<file path="config.mk">
export PLATFORM = sky130hd
export DESIGN_NAME = vn4_sqrt_cell
export DESIGN_NICKNAME = d
export VERILOG_FILES = /design/src/hdl/vn4_pkg.sv /design/src/hdl/vn4_sqrt_cell.sv
export SDC_FILE = /design/constraint.sdc
export NUM_CORES = 1
export LEC_CHECK = 0
export BUFFER_PORTS_ARGS = -buffer_cell sky130_fd_sc_hd__buf_2
export CORE_AREA = 2 2 211 213
export DETAILED_ROUTE_END_ITERATION = 10
export DIE_AREA = 0 0 213 215
export PLACE_DENSITY = 0.48
export SLEW_MARGIN = 15
export SYNTH_ARGS = -nofsm -noshare
export SYNTH_HDL_FRONTEND = slang
export SYNTH_SLANG_ARGS = --single-unit
</file>
<file path="constraint.sdc">
create_clock -name clk_i -period 0.8 [get_ports clk_i]
set_input_delay 0.08 -clock clk_i [delete_from_list [all_inputs] [get_ports clk_i]]
set_output_delay 0.08 -clock clk_i [all_outputs]
set_load 0.02 [all_outputs]
</file>
<file path="src/hdl/vn4_pkg.sv">
`timescale 1ns / 1ps
package vn4_pkg;

  localparam int unsigned CW    = 32;
  localparam int unsigned LW    = CW + 1;
  localparam int unsigned SQW   = 2 * CW;
  localparam int unsigned SUMW  = SQW + 1;
  localparam int unsigned RADW  = 2 * LW;
  localparam int unsigned REMW  = LW + 3;
  localparam int unsigned UF    = 30;
  localparam int unsigned QW    = UF + 1;
  localparam int unsigned DREMW = LW + 1;
  localparam int unsigned UW    = 32;
  localparam int unsigned LANES = 4;

  typedef struct packed {
    logic                       vld;
    logic [RADW-1:0]            rad;
    logic [REMW-1:0]            rem;
    logic [LW-1:0]              root;
    logic [LANES-1:0][CW-1:0]   mag;
    logic [LANES-1:0]           neg;
  } sq_t;

  typedef struct packed {
    logic                       vld;
    logic [LANES-1:0][DREMW-1:0] rem;
    logic [LANES-1:0][QW-1:0]   quo;
    logic [LW-1:0]              len;
    logic [LANES-1:0]           neg;
  } dv_t;

endpackage

</file>
<file path="src/hdl/vn4_sqrt_cell.sv">
`timescale 1ns / 1ps
module vn4_sqrt_cell (
  input  logic         clk_i,
  input  logic         rst_ni,
  input  vn4_pkg::sq_t sq_i,
  output vn4_pkg::sq_t sq_o
);
  import vn4_pkg::*;

  sq_t             sq_d, sq_q;
  logic [REMW-1:0] r_sh, t;
  logic            ge;

  always_comb begin
    r_sh = {sq_i.rem[REMW-3:0], sq_i.rad[RADW-1:RADW-2]};
    t    = {{(REMW-LW-1){1'b0}}, sq_i.root[LW-2:0], 1'b0, 1'b1};
    ge   = r_sh >= t;
    sq_d      = sq_i;
    sq_d.rad  = {sq_i.rad[RADW-3:0], 2'b00};
    sq_d.rem  = ge ? (r_sh - t) : r_sh;
    sq_d.root = {sq_i.root[LW-2:0], ge};
  end

  always_ff @(posedge clk_i or negedge rst_ni) begin
    if (!rst_ni) begin
      sq_q <= '0;
    end else begin
      sq_q <= sq_d;
    end
  end

  assign sq_o = sq_q;

endmodule

</file>
# After elaboration in Yosys (flattened, before gate mapping)
# Cells that the tools add are included.
classes:
  n_mux: 1
  addsub: 1
  magnitude_cmp: 1
op_table:
  columns: ["cell", "count"]
  rows:
  - ["$ge A36 B34 Y1", 1]
  - ["$mux W36", 1]
  - ["$sub A36 B34 Y36", 1]
totals:
  regBits: 266
  out_inout_bits: 268
  word_cells: 12
  in_bits: 270

# Depth between registers and ports, before layout
depth:
  word_depth: 2
  mapped_depth: 12
  ltp_nobuf: 10

# Worst setup path after synthesis
# No wires, ideal clock.
synth_path:
  path_type: "input-to-reg"
  start: "input sq_i[150] (netlist bit)"
  end: "register sq_q, in the netlist sq_o[173]"
  t_arrival_ns: 2.002
  setup_time_ns: 0.125
  setup_slack_ns: -1.327
  stages: 11
  n_path_buf: 2
  t_required_ns: 0.675
  path_cell_list: "inv_1 -> ha_1 -> buf_2 -> nand4_1 -> nor4_4 -> nand2_1 -> nor3_2 -> nor3b_2 -> a21oi_4 -> buf_6 -> mux2_4"
synth_lines:
  columns: ["element", "line_no", "rtl"]
  rows:
  - ["start: declaration", "vn4_sqrt_cell.sv:5", "input vn4_pkg::sq_t sq_i,"]
  - ["end signal: assignment", "vn4_sqrt_cell.sv:28", "sq_q <= sq_d;"]
  - ["end: declaration", "vn4_sqrt_cell.sv:10", "sq_t sq_d, sq_q;"]

==> results.md <==
- Outcome: finished, violations left
- Violated checks: negative hold slack, negative setup slack
- Total wire length: 45600 µm
- H-tree Lvls: 1
- Final setup violation count: 303
- Cell area after placement: 14100 µm²
- Gr usage total: 0.195
- Multi-input logic area: 3250 µm²
- CTS tree: done
- Initial Util: 0.214
- Number of flip-flops in the largest register: 266
- Clk root buf: clkbuf_16
- Count of different cell masters after synthesis: 65
- I/O pins: 538
- Worst-path clk slew: 0.06 ns
- Max-capacitance violation count: 0
- Proportion of layout cells with a drive suffix above 1: 0.552
- Crit path top cell by count: buf_8
- Number of synthesized flops with an enable pin: 0
- Routed Antenna Nets: 0
- CTS max path bufs: 3
- Height of the die: 215 µm
- Design Area, Final: 20800 µm²
- Die Area: 45800 µm²
- Largest net degree at the start of global routing: 59
- Via count: 9223
- Remaining global-route overflow: 0
- Main synth FF type: dfrtp_1
- Drc violations: 0
- Synthesized area: 9350 µm²
- Flip-flop and latch area: 6660 µm²
- Worst path required time: 1.30 ns
- IR Drop Worst-Case VDD: 0.00171 V
- Hold Crit Class: input pin to flip-flop
- Placed cell count: 1918
- Initial DRC Count: 422
- TritonCTS Buffers: 31
- Global-route wire length before repair: 66600 µm
- Routed vias/inst: 4.04
- Sink Count: 266
- Final Non-Filler Cells: 2282
- Avg Cell Area, Syn: 14.1 µm²
- Crit path time final: 1.78 ns
- Crit path launch type: input pin
- Area delta synth->final: 122%
- Top cells by count, synth: 266 x dfrtp_1, 50 x a21oi_1, 40 x nor2_1
- Top cells by area, synth: dfrtp_1 71%, ha_1 4.6%, a21oi_1 2.7%
- Static leakage: 9.74 nW
- PD cells: 1930 nW/µm²
- Highest Clock Rate: 561 MHz
- Synth async-reset ratio: 1.00
- Drt wl/cell: 20.0 µm
- Detailed Routing Iterations Pass 1: 4
- Synthesis Warnings: 0
- Hold slack: -0.206 ns
- Final setup margin: -0.983 ns
- Number of port buffers: 532
- Cell count after synthesis: 665
- Worst path cell trace: buf_8, inv_4, ha_4, nor2b_4, o311a_4, o211a_1, o2111ai_2, and2_4, a21oi_4, buf_12, buf_16, buf_8, buf_6, a21oi_2
- Core box area: 43600 µm²
- Setup CP Type: input pin to flip-flop
- Die X: 213 µm
- Number of global-route vias before repair: 10.3k
- Seq/Total Area, Yosys: 0.712
- Row cnt: 77
- Final period utilization: 2.23
- Nets: 1963
- Critical path endpoint category: flip-flop
- Flops & latches, synth: 266
- Fin. Hold Viols: 2
- Top-area cell type share of the netlist area: 0.712
- Initial antenna violation count: 13
- Most frequent cell after synthesis: dfrtp_1
- Worst Path Max Fanout: 5
- HPWL Detailed: 32300 µm
- Fillers: 3815
- Synth area leader: dfrtp_1
- Fin. max-slew vios: 0
- CP Data Arrival Time: 2.28 ns
- Unrepaired setup endpoints after global routing: yes
- Crit path largest cell delay: 0.31 ns
- GPL Wtd Cong: 0.838
- Worst path slowest cell: o311a_4
## through the flow
stage	TNS (ns)	utilization	power [W]	hold WS (ns)	worst slack, ns
after floorplan	-42.07	-	0.0184	-0.216	-1.22
after global placement	-59.59	0.322	0.0223	-0.114	-1.75
after detailed placement	-60.28	0.322	0.0223	-0.111	-1.75
after CTS	-141.07	0.465	0.0403	-0.262	-0.953
after global routing	-144.12	0.476	0.0420	-0.228	-1.03
final	-128.66	0.476	0.0402	-0.206	-0.983
## cell type report
| cell class | count | share of cell area |
|---|---|---|
| timing repair buffer | 983 | 0.429 |
| sequential | 266 | 0.320 |
| multi-input combinational | 338 | 0.156 |
| clock buffer | 44 | 0.0435 |
| tap | 592 | 0.0356 |
| inverter | 39 | 0.00813 |
| clock inverter | 12 | 0.00632 |
| antenna | 8 | 0.000963 |
## kinds of logic (layout without fill, tap and decap cells)
| group | Yosys count | after routing | synth area share |
|---|---|---|---|
| buffers and inverters | 62 | 1078 | 0.0304 |
| and+or+nand+nor | 126 | 126 | 0.0705 |
| AOI/OAI and AO/OA | 133 | 133 | 0.0944 |
| DFF | 266 | 266 | 0.712 |
| muxes | 10 | 10 | 0.0149 |
| xor gates and xnor gates | 33 | 33 | 0.0317 |
| adders and majority gates | 34 | 34 | 0.0455 |
| other | 1 | 10 | 0.000401 |
## routing by layer
metal | vias up | track usage | part of all wire
li1 | 4249 | - | -
met1 | 4516 | 0.208 | 0.35
met2 | 337 | 0.356 | 0.52
met3 | 111 | 0.0479 | 0.072
met4 | 10 | 0.0967 | 0.056
met5 | - | 0 | 0.0015
## cells in the final DEF (no fill, tap or decap), types with 7 or more instances in the layout
cell / n
a21oi_1: 29
mux2_4: 10
dlygate4sd3_1: 265
a21oi_2: 28
nor2_4: 18
buf_2: 233
diode_2: 8
xnor2_1: 17
buf_6: 315
inv_1: 18
nand2_1: 25
nand4_1: 10
o21ai_1: 10
o21ai_0: 13
dfrtp_1: 266
buf_4: 147
buf_12: 13
a21o_1: 7
xor2_1: 12
nor2_1: 18
clkbuf_8: 8
ha_4: 27
inv_2: 14
clkbuf_16: 31
nand3_1: 8
ha_1: 7
buf_8: 7
## critical path: cells and delay by family
kind	cells	cell delay, ns
AOI/OAI and AO/OA	5	0.99
adders and majority gates	1	0.20
buffers and inverters	6	0.69
and+or+nand+nor	2	0.32
## timing repair
item / 4_1_cts / 5_1_grt
hold buffers: 264 / 1
pin swaps: 46 / 50
buffers inserted: 24 / 10
gates resized for setup: 669 / 109
endpoints found under the setup margin: 303 / 303
cloned: 4 / 0
hold endpoints to repair: 531 / 3
## path summary, 6_finish.rpt
kind / from / end / cells past startpoint
worst max-delay path: sq_i[132] / sq_o[167]$_DFF_PN0_ / 14
worst min-delay path: sq_i[187] / sq_o[189]$_DFF_PN0_ / 3
max in group asynchronous: rst_ni / sq_o[153]$_DFF_PN0_ / 3
min in group asynchronous: rst_ni / sq_o[213]$_DFF_PN0_ / 3
## report_power, final
group | internal, W | switching, W
Sequential | 0.0145 | 0.000554
Clock | 0.00848 | 0.00581
Combinational | 0.00590 | 0.00496
Total | 0.0289 | 0.0113
No activity file was read; power rests on OpenSTA's default activity.
