==> config.mk <==
export PLATFORM = sky130hd
export DESIGN_NAME = vn4_div_cell
export DESIGN_NICKNAME = d
export VERILOG_FILES = /design/src/hdl/vn4_pkg.sv /design/src/hdl/vn4_div_cell.sv
export SDC_FILE = /design/constraint.sdc
export NUM_CORES = 1
export LEC_CHECK = 0
export BUFFER_PORTS_ARGS = -buffer_cell sky130_fd_sc_hd__buf_2
export CAP_MARGIN = 20
export CORE_AREA = 2 2 231 233
export DETAILED_ROUTE_END_ITERATION = 6
export DIE_AREA = 0 0 233 235
export PLACE_DENSITY = 0.55
export SYNTH_ARGS = -nofsm -noshare
export SYNTH_HDL_FRONTEND = slang
export SYNTH_SLANG_ARGS = --single-unit
==> constraint.sdc <==
create_clock -name clk_i -period 0.8 [get_ports clk_i]
set_input_delay 0.12 -clock clk_i [delete_from_list [all_inputs] [get_ports clk_i]]
set_output_delay 0.12 -clock clk_i [all_outputs]
set_load 0.01 [all_outputs]
==> src/hdl/vn4_pkg.sv <==
`timescale 1ns / 1ps
package vn4_pkg;

  localparam int unsigned CW    = 32;
  localparam int unsigned LW    = CW + 1;
  localparam int unsigned SQW   = 2 * CW;
  localparam int unsigned SUMW  = SQW + 1;
  localparam int unsigned RADW  = 2 * LW;
  localparam int unsigned REMW  = LW + 3;
  localparam int unsigned UF    = 30;
  localparam int unsigned QW    = UF + 1;
  localparam int unsigned DREMW = LW + 1;
  localparam int unsigned UW    = 32;
  localparam int unsigned LANES = 4;

  typedef struct packed {
    logic                       vld;
    logic [RADW-1:0]            rad;
    logic [REMW-1:0]            rem;
    logic [LW-1:0]              root;
    logic [LANES-1:0][CW-1:0]   mag;
    logic [LANES-1:0]           neg;
  } sq_t;

  typedef struct packed {
    logic                       vld;
    logic [LANES-1:0][DREMW-1:0] rem;
    logic [LANES-1:0][QW-1:0]   quo;
    logic [LW-1:0]              len;
    logic [LANES-1:0]           neg;
  } dv_t;

endpackage

==> src/hdl/vn4_div_cell.sv <==
`timescale 1ns / 1ps
module vn4_div_cell (
  input  logic         clk_i,
  input  logic         rst_ni,
  input  vn4_pkg::dv_t dv_i,
  output vn4_pkg::dv_t dv_o
);
  import vn4_pkg::*;

  dv_t dv_d, dv_q;
  logic [LANES-1:0] ge;

  always_comb begin
    dv_d = dv_i;
    for (int l = 0; l < LANES; l++) begin
      ge[l]          = dv_i.rem[l] >= {1'b0, dv_i.len};
      dv_d.rem[l]    = ge[l] ? (dv_i.rem[l] - {1'b0, dv_i.len}) : dv_i.rem[l];
      dv_d.quo[l]    = {dv_i.quo[l][QW-2:0], ge[l]};
    end
  end

  always_ff @(posedge clk_i or negedge rst_ni) begin
    if (!rst_ni) begin
      dv_q <= '0;
    end else begin
      dv_q <= dv_d;
    end
  end

  assign dv_o = dv_q;

endmodule

**Word-level counts from Yosys, hierarchy flattened**

Cells that the tools add are included.
W data, S select, Z words.

- Multiplexer cells: 4
- Add/sub/neg operators: 4
- Order comparisons: 4

Operators by type and width:

| operator | number |
|---|---|
| $ge A34 B33 Y1 | 4 |
| $mux W34 | 4 |
| $sub A34 B33 Y34 | 4 |

- Input port bits: 300
- Logic and storage cells: 23
- Output and inout port bits: 298
- Register bits after elaboration: 298

**Depth between registers and ports, before layout**

Gate-level depths: netlist of the first run.

- Depth after elaboration: 2
- Mapped depth: 16

**Worst setup path before layout of the first run**

No wires, ideal clock.

- Path type: in2reg
- Start point: input port dv_i[5] in the netlist's numbering
- End point: register dv_q, in the netlist dv_o[265]
- Stages: 13
- Setup time: 0.134 ns
- Slack: -2.044 ns
- Required time: 0.666 ns
- Data arrival time: 2.710 ns
- Path buffers: 2
- Cells stage by stage: inv_1 > fa_1 > a211oi_1 > o21bai_1 > a21oi_1 > o21ai_1 > o21ai_2 > o21ai_2 > a31oi_4 > o21a_1 > buf_4 > clkbuf_1 > o21ai_0

RTL lines:

| item | line | source |
|---|---|---|
| start, declared | vn4_div_cell.sv:5 | `input vn4_pkg::dv_t dv_i,` |
| end signal, assigned | vn4_div_cell.sv:26 | `dv_q <= dv_d;` |
| end, declared | vn4_div_cell.sv:10 | `dv_t dv_d, dv_q;` |

==> results of run 1 <==
[what timing repair did]
item,CTS,global route
pin swaps,30,97
endpoints found under the hold margin,587,10
resized for setup,173,271
hold buffers,288,1
cloned,4,16
setup buffers,25,40
setup endpoints to repair,438,438
[Yosys cell counts (4+ instances only)]
master and count:
o21bai_1 22, ha_1 132, a21o_1 105, xor2_1 42
o21ai_1 7, nand4_1 32, fa_1 4, buf_2 21
and3_1 17, xnor2_1 66, nor2_1 117, nand3_1 22
o21ai_0 97, a31oi_1 11, or3_1 5, clkbuf_1 30
nand2b_1 11, nor3_1 14, dfrtp_1 298, o31ai_1 19
o21a_1 16, nor2b_1 18, inv_1 74, or2_2 5
nand2_1 132, a31o_2 8, and2_1 4, a21oi_1 163
a211oi_1 19, mux2_2 12, o211ai_1 4
[where the power goes]
part           internal [uW]  switching (uW)
Clock                  11300            7130
Combinational          10500           10300
Sequential             16900             778
Total                  38700           18200
[critical path: cells and delay by family]
family                   cells  cell delay (ps)
AND/OR/NAND/NOR              4             1250
AO/OA/AOI/OAI                6              990
buffers and inverters        2              240
adder cells (fa/ha/maj)      1              320
[area by class of cell]
type	count	share of cell area, %
Antenna cell	10	0.0799
Clock buffer	49	3.49
Clock inverter	19	0.787
Inverter	76	1.11
Multi-Input combinational cell	1183	31.9
Sequential cell	298	23.8
Tap cell	688	2.75
Timing Repair Buffer	1492	35.9
Timing Repair inverter	3	0.148
[cell families after synthesis]
group / count (synthesis)
flip-flops: 298
AND/OR/NAND/NOR: 400
XOR/XNOR: 108
adder cells (fa/ha/maj): 136
AO/OA/AOI/OAI: 522
buffers and inverters: 131
multiplexers: 15
[through the flow]
stage	setup slack (ps)	util, %	instance area (um2)
5_1_grt	-1700	59.9	31300
6_report	-1630	60.0	31300
3_5_place_dp	-2370	46.5	24300
2_1_floorplan	-1840	-	16500
4_1_cts	-1620	56.4	29500
3_3_place_gp	-2330	46.5	24300
[per-layer routing]
metal  GRT usage (%)  wire length, um  up-vias
met5               0               91        -
met4            13.8             4600       14
met3            5.33             4500      184
met2            51.4            42400      622
met1            30.7            30400     9142
li1                -                -     8749
[worst min path at each step]
stage,cells past startpoint,endpoint,start
floorplan,0,dv_o[0],rst_ni
global placement,1,dv_o[188],rst_ni
detailed placement,1,dv_o[188],rst_ni
CTS,3,dv_o[230],dv_i[230]
global route,2,dv_o[188],rst_ni
finish,2,dv_o[188],rst_ni
==> results.py, run 1 <==
metrics = {
    "placement": {
        "port-buffer-count": 593,
        "gp_congestion": 0.898,
        "post-place-cells": 3375,
        "hpwl_um": 60400,
    },
    "sta": {
        "hold_viol": 9,
        "grt_setup_unrepaired": "true",
        "period_needed_ps": 2430,
        "final.setup.worst_slack_ps": -1630,
        "setup-tns-final_ps": -326050,
        "worst_pin_slew_ps": 585,
        "setup_violations": 438,
        "fin_crit_sh_pct": 303,
        "whs_ps": -26.7,
        "slew_violations": 0,
        "relSlewSlack_pct": 60.9,
        "clock.fmax_mhz": 412,
    },
    "outcome": {
        "status": "complete, but fails checks",
        "violations": "hold timing, setup timing",
    },
    "logic_synthesis": {
        "syn_area_um2": 16100,
        "yosys.area.top_type": "dfrtp_1",
        "synth_top_family_by_area": "compound AO/OA/AOI/OAI gates",
        "synth_fa_ha_area_share_pct": 10.8,
        "synth_top_area_share_pct": 46.3,
        "synthCells": 1610,
        "postSynthAreaPerCell_um2": 10.0,
        "ys.flop_type": "dfrtp_1",
        "synth-compound-area-share_pct": 21.1,
        "ys_seq_elements": 298,
        "synth-simple-area-share_pct": 11.7,
        "yosys.cell_types.count": 80,
        "ys_seq_area_share_pct": 46.3,
        "synth_mux_area_share_pct": 1.03,
        "synth_xor_area_share_pct": 5.87,
        "synth_async_sr_flop_share_pct": 100,
        "synth_warnings": 0,
        "yosys-top-cells-area": "dfrtp_1, ha_1, a21oi_1",
        "syn-num-nets": 2046,
        "synth_edf_count": 0,
    },
    "die": {
        "die_h_um": 235,
        "die_w_um": 233,
        "coreArea_um2": 52200,
        "rows": 84,
        "initial_core_util_pct": 30.8,
        "io_pins": 598,
        "dieArea_um2": 54800,
    },
    "setup_path": {
        "crit_slowest_cell": "or4_1",
        "critPathRequiredTime_ps": 1290,
        "cp.arrival_ps": 2920,
        "worst_setup_path_end_kind": "flip-flop",
        "path_max_fanout": 5,
        "crit_type": "primary input to flip-flop",
        "slowest_delay_ps": 500,
        "cp_cell_sequence": "buf_8 > clkinvlp_4 > ha_4 > a21o_1 > a21oi_2 > o21ai_2 > a221oi_4 > o311ai_4 > a31oi_2 > or4_4 > and2_4 > or4_1 > nand2_1",
        "endpoint": "dv_o[228]",
        "setup.worst_path.start_class": "primary input",
        "startpoint": "dv_i[11]",
    },
    "final_layout": {
        "seqCellArea_um2": 7460,
        "largest_reg_flops": 298,
        "final_nets": 3527,
        "fill_cells": 4420,
        "final_cell_mix": "buf_2, buf_4, dfrtp_1",
        "layout_commonest_cell": "buf_2",
        "drive_gt1_share_pct": 51.3,
        "syn_to_final_growth_pct": 94.5,
        "finalNonFillerCells": 3818,
        "multi_input_area_um2": 10000,
    },
    "global_routing": {
        "grt_pass1_wl_um": 116000,
        "antenna_found_initial": 17,
        "grt_start_max_net_pins": 57,
        "grt_pass1_vias": 19700,
        "overflow": 0,
        "grtUsageTotal_pct": 28.1,
    },
    "power": {
        "power_leakage_uw": 0.0153,
        "fin_total_pwr_uw": 56900,
        "vdd_ir_drop_max_uv": 1540,
        "p_per_area_nw_per_um2": 1820,
    },
    "clocking": {
        "cts_inserted_buffers": 37,
        "path_clk_slew_ps": 70,
        "h-tree-depth": 2,
        "clock_sinks": 298,
        "cts_buffer_depth": 3,
        "clock-root-buffer": "clkbuf_16",
        "cts_tree": "yes",
    },
    "drt": {
        "ant_nets": 0,
        "firstDrtPassIters": 4,
        "vias": 18700,
        "wl_per_cell_um": 21.5,
        "wirelength_um": 82000,
        "via_per_inst": 4.90,
        "drc_errors": 0,
        "dr.first_iter.drc_count": 748,
    },
    "worst_hold_path": {
        "hp-class": "primary input to async pin",
    },
    "job": {
        "maxCapViolCount": 0,
    },
}
Note: power is estimated with default switching activity, not from simulation.
==> inputs of run 2 (changes only) <==
- PLACE_DENSITY: 0.55 -> not set
==> run 2 against run 1 <==
Against the previous run:
- hold slack gained 48 ps
- via count grew 0.65%
- largest power group unchanged
- power grew 0.46%
- the run ends with setup timing left
- highest routed layer unchanged
- die area is the same
==> results.py, run 2 (synthesized netlist as in run 1, its figures left out) <==
metrics = {
    "placement": {
        "hpwl_um": 61000,
        "post_dp_cell_area_um2": 24000,
        "port-buffer-count": 593,
        "post-place-cells": 3340,
        "gp_congestion": 0.946,
    },
    "global_routing": {
        "grt_pass1_wl_um": 119000,
        "grt_pass1_vias": 19800,
        "grtUsageTotal_pct": 29.0,
        "grt_start_max_net_pins": 38,
        "overflow": 0,
        "antenna_found_initial": 17,
    },
    "setup_path": {
        "critPathRequiredTime_ps": 1250,
        "setup.worst_path.start_class": "primary input",
        "path_max_fanout": 18,
        "cp.arrival_ps": 2870,
        "crit_type": "primary input to flip-flop",
        "worst_setup_path_end_kind": "flip-flop",
    },
    "die": {
        "die_h_um": 235,
        "coreArea_um2": 52200,
        "dieArea_um2": 54800,
        "rows": 84,
        "initial_core_util_pct": 30.8,
        "die_w_um": 233,
        "io_pins": 598,
    },
    "sta": {
        "setup_violations": 438,
        "grt_setup_unrepaired": "true",
        "clock.fmax_mhz": 414,
        "period_needed_ps": 2420,
        "final.setup.worst_slack_ps": -1620,
        "fin_crit_sh_pct": 302,
        "worst_pin_slew_ps": 474,
        "hold_viol": 0,
        "relSlewSlack_pct": 68.1,
        "slew_violations": 0,
    },
    "drt": {
        "wirelength_um": 85200,
        "vias": 18800,
        "ant_nets": 0,
        "dr.first_iter.drc_count": 742,
        "firstDrtPassIters": 4,
        "wl_per_cell_um": 22.4,
        "drc_errors": 0,
        "via_per_inst": 4.94,
    },
    "clocking": {
        "clock-root-buffer": "clkbuf_16",
        "h-tree-depth": 2,
        "path_clk_slew_ps": 60,
        "cts_tree": "yes",
        "cts_buffer_depth": 3,
        "clock_sinks": 298,
        "cts_inserted_buffers": 37,
    },
    "job": {
        "maxCapViolCount": 0,
    },
    "power": {
        "p_per_area_nw_per_um2": 1770,
        "vdd_ir_drop_max_uv": 1420,
        "power_leakage_uw": 0.0157,
        "fin_total_pwr_uw": 57200,
    },
    "final_layout": {
        "fin_util_pct": 62.0,
        "largest_reg_flops": 298,
        "finalNonFillerCells": 3811,
        "seqCellArea_um2": 7460,
        "final_nets": 3524,
        "fill_cells": 4140,
        "design_area_um2": 32400,
        "drive_gt1_share_pct": 52.7,
        "final_cell_mix": "buf_4, buf_2, dfrtp_1",
        "layout_commonest_cell": "buf_4",
        "syn_to_final_growth_pct": 101,
        "multi_input_area_um2": 10300,
    },
    "outcome": {
        "status": "complete, but fails checks",
        "violations": "setup timing",
    },
    "worst_hold_path": {
        "hp-class": "primary input to flip-flop",
    },
}
==> run 2: cell types whose count changed in the layout (fill, tap and decap cells not counted), sizes merged <==
| cell | previous run | this run |
|---|---|---|
| and2 | 7 | 6 |
| buf | 1194 | 1188 |
| bufinv | 5 | 3 |
| clkbuf | 58 | 51 |
| clkinv | 9 | 12 |
| clkinvlp | 13 | 17 |
| dlygate4sd3 | 289 | 294 |
| inv | 71 | 68 |
==> run 2: metal layers <==
metal  track usage [%]  vias to the layer above  wire length (um)
met5             0.179                        -               198
met4              17.2                       18              5870
met3              5.96                      231              4860
met2              51.9                      668             43500
met1              31.3                     9175             30800
li1                  -                     8741                 -
==> run 2: worst paths after layout <==
check	startpoint	end	slack (ps)	depth (start not counted)
setup / recovery	dv_i[229]	dv_o[252]	-1620	16
hold / removal	dv_i[230]	dv_o[230]	20	4
min in group asynchronous	rst_ni	dv_o[286]	80	3
max in group asynchronous	rst_ni	dv_o[0]	240	4
==> run 2: repair_timing <==
| action | 4_1_cts | 5_1_grt |
|---|---|---|
| endpoints found under the setup margin | 438 | 438 |
| gates cloned | 12 | 9 |
| gates resized for setup | 457 | 328 |
| pin swaps | 90 | 93 |
| buffers inserted | 59 | 40 |
| endpoints found under the hold margin | 590 | 3 |
| hold buffers | 290 | 4 |
==> run 2: report_power, final <==
group          internal (uW)  total (uW)  switching (uW)
logic                  11400       22200           10800
clock network          10000       17100            7140
registers              16900       17900             953
total                  38300       57200           18900
==> run 2: metrics by stage <==
stage / setup slack, ps / setup TNS [ps] / hold slack (ps)
2_1_floorplan: -1840 / -235220 / -176
3_3_place_gp: -2520 / -313240 / 78.0
3_5_place_dp: -2550 / -319680 / 76.2
4_1_cts: -1570 / -319770 / -284
5_1_grt: -1690 / -341060 / 35.6
6_report: -1620 / -323670 / 21.6
==> run 2: final cells by class <==
| type | instances | area share, % |
|---|---|---|
| repair buffers | 1488 | 37.1 |
| multi-input cells | 1182 | 31.9 |
| flip-flops and latches | 298 | 23.0 |
| clock buffers | 45 | 3.11 |
| well taps | 688 | 2.66 |
| inverters | 76 | 1.13 |
| clock inverters | 19 | 0.672 |
| repair inverters | 5 | 0.259 |
| diodes | 10 | 0.0773 |
==> run 2: critical path, cell delays in order <==
cell and delay (ps):
buf_8 100, inv_4 50, ha_4 150, inv_4 30, fa_2 360, a21o_1 220, a221oi_4 250, o21ai_2 110
a21oi_2 230, o211a_1 250, o31ai_4 100, a21oi_2 200, o21ba_4 240, buf_6 150, inv_12 70, a31o_2 210
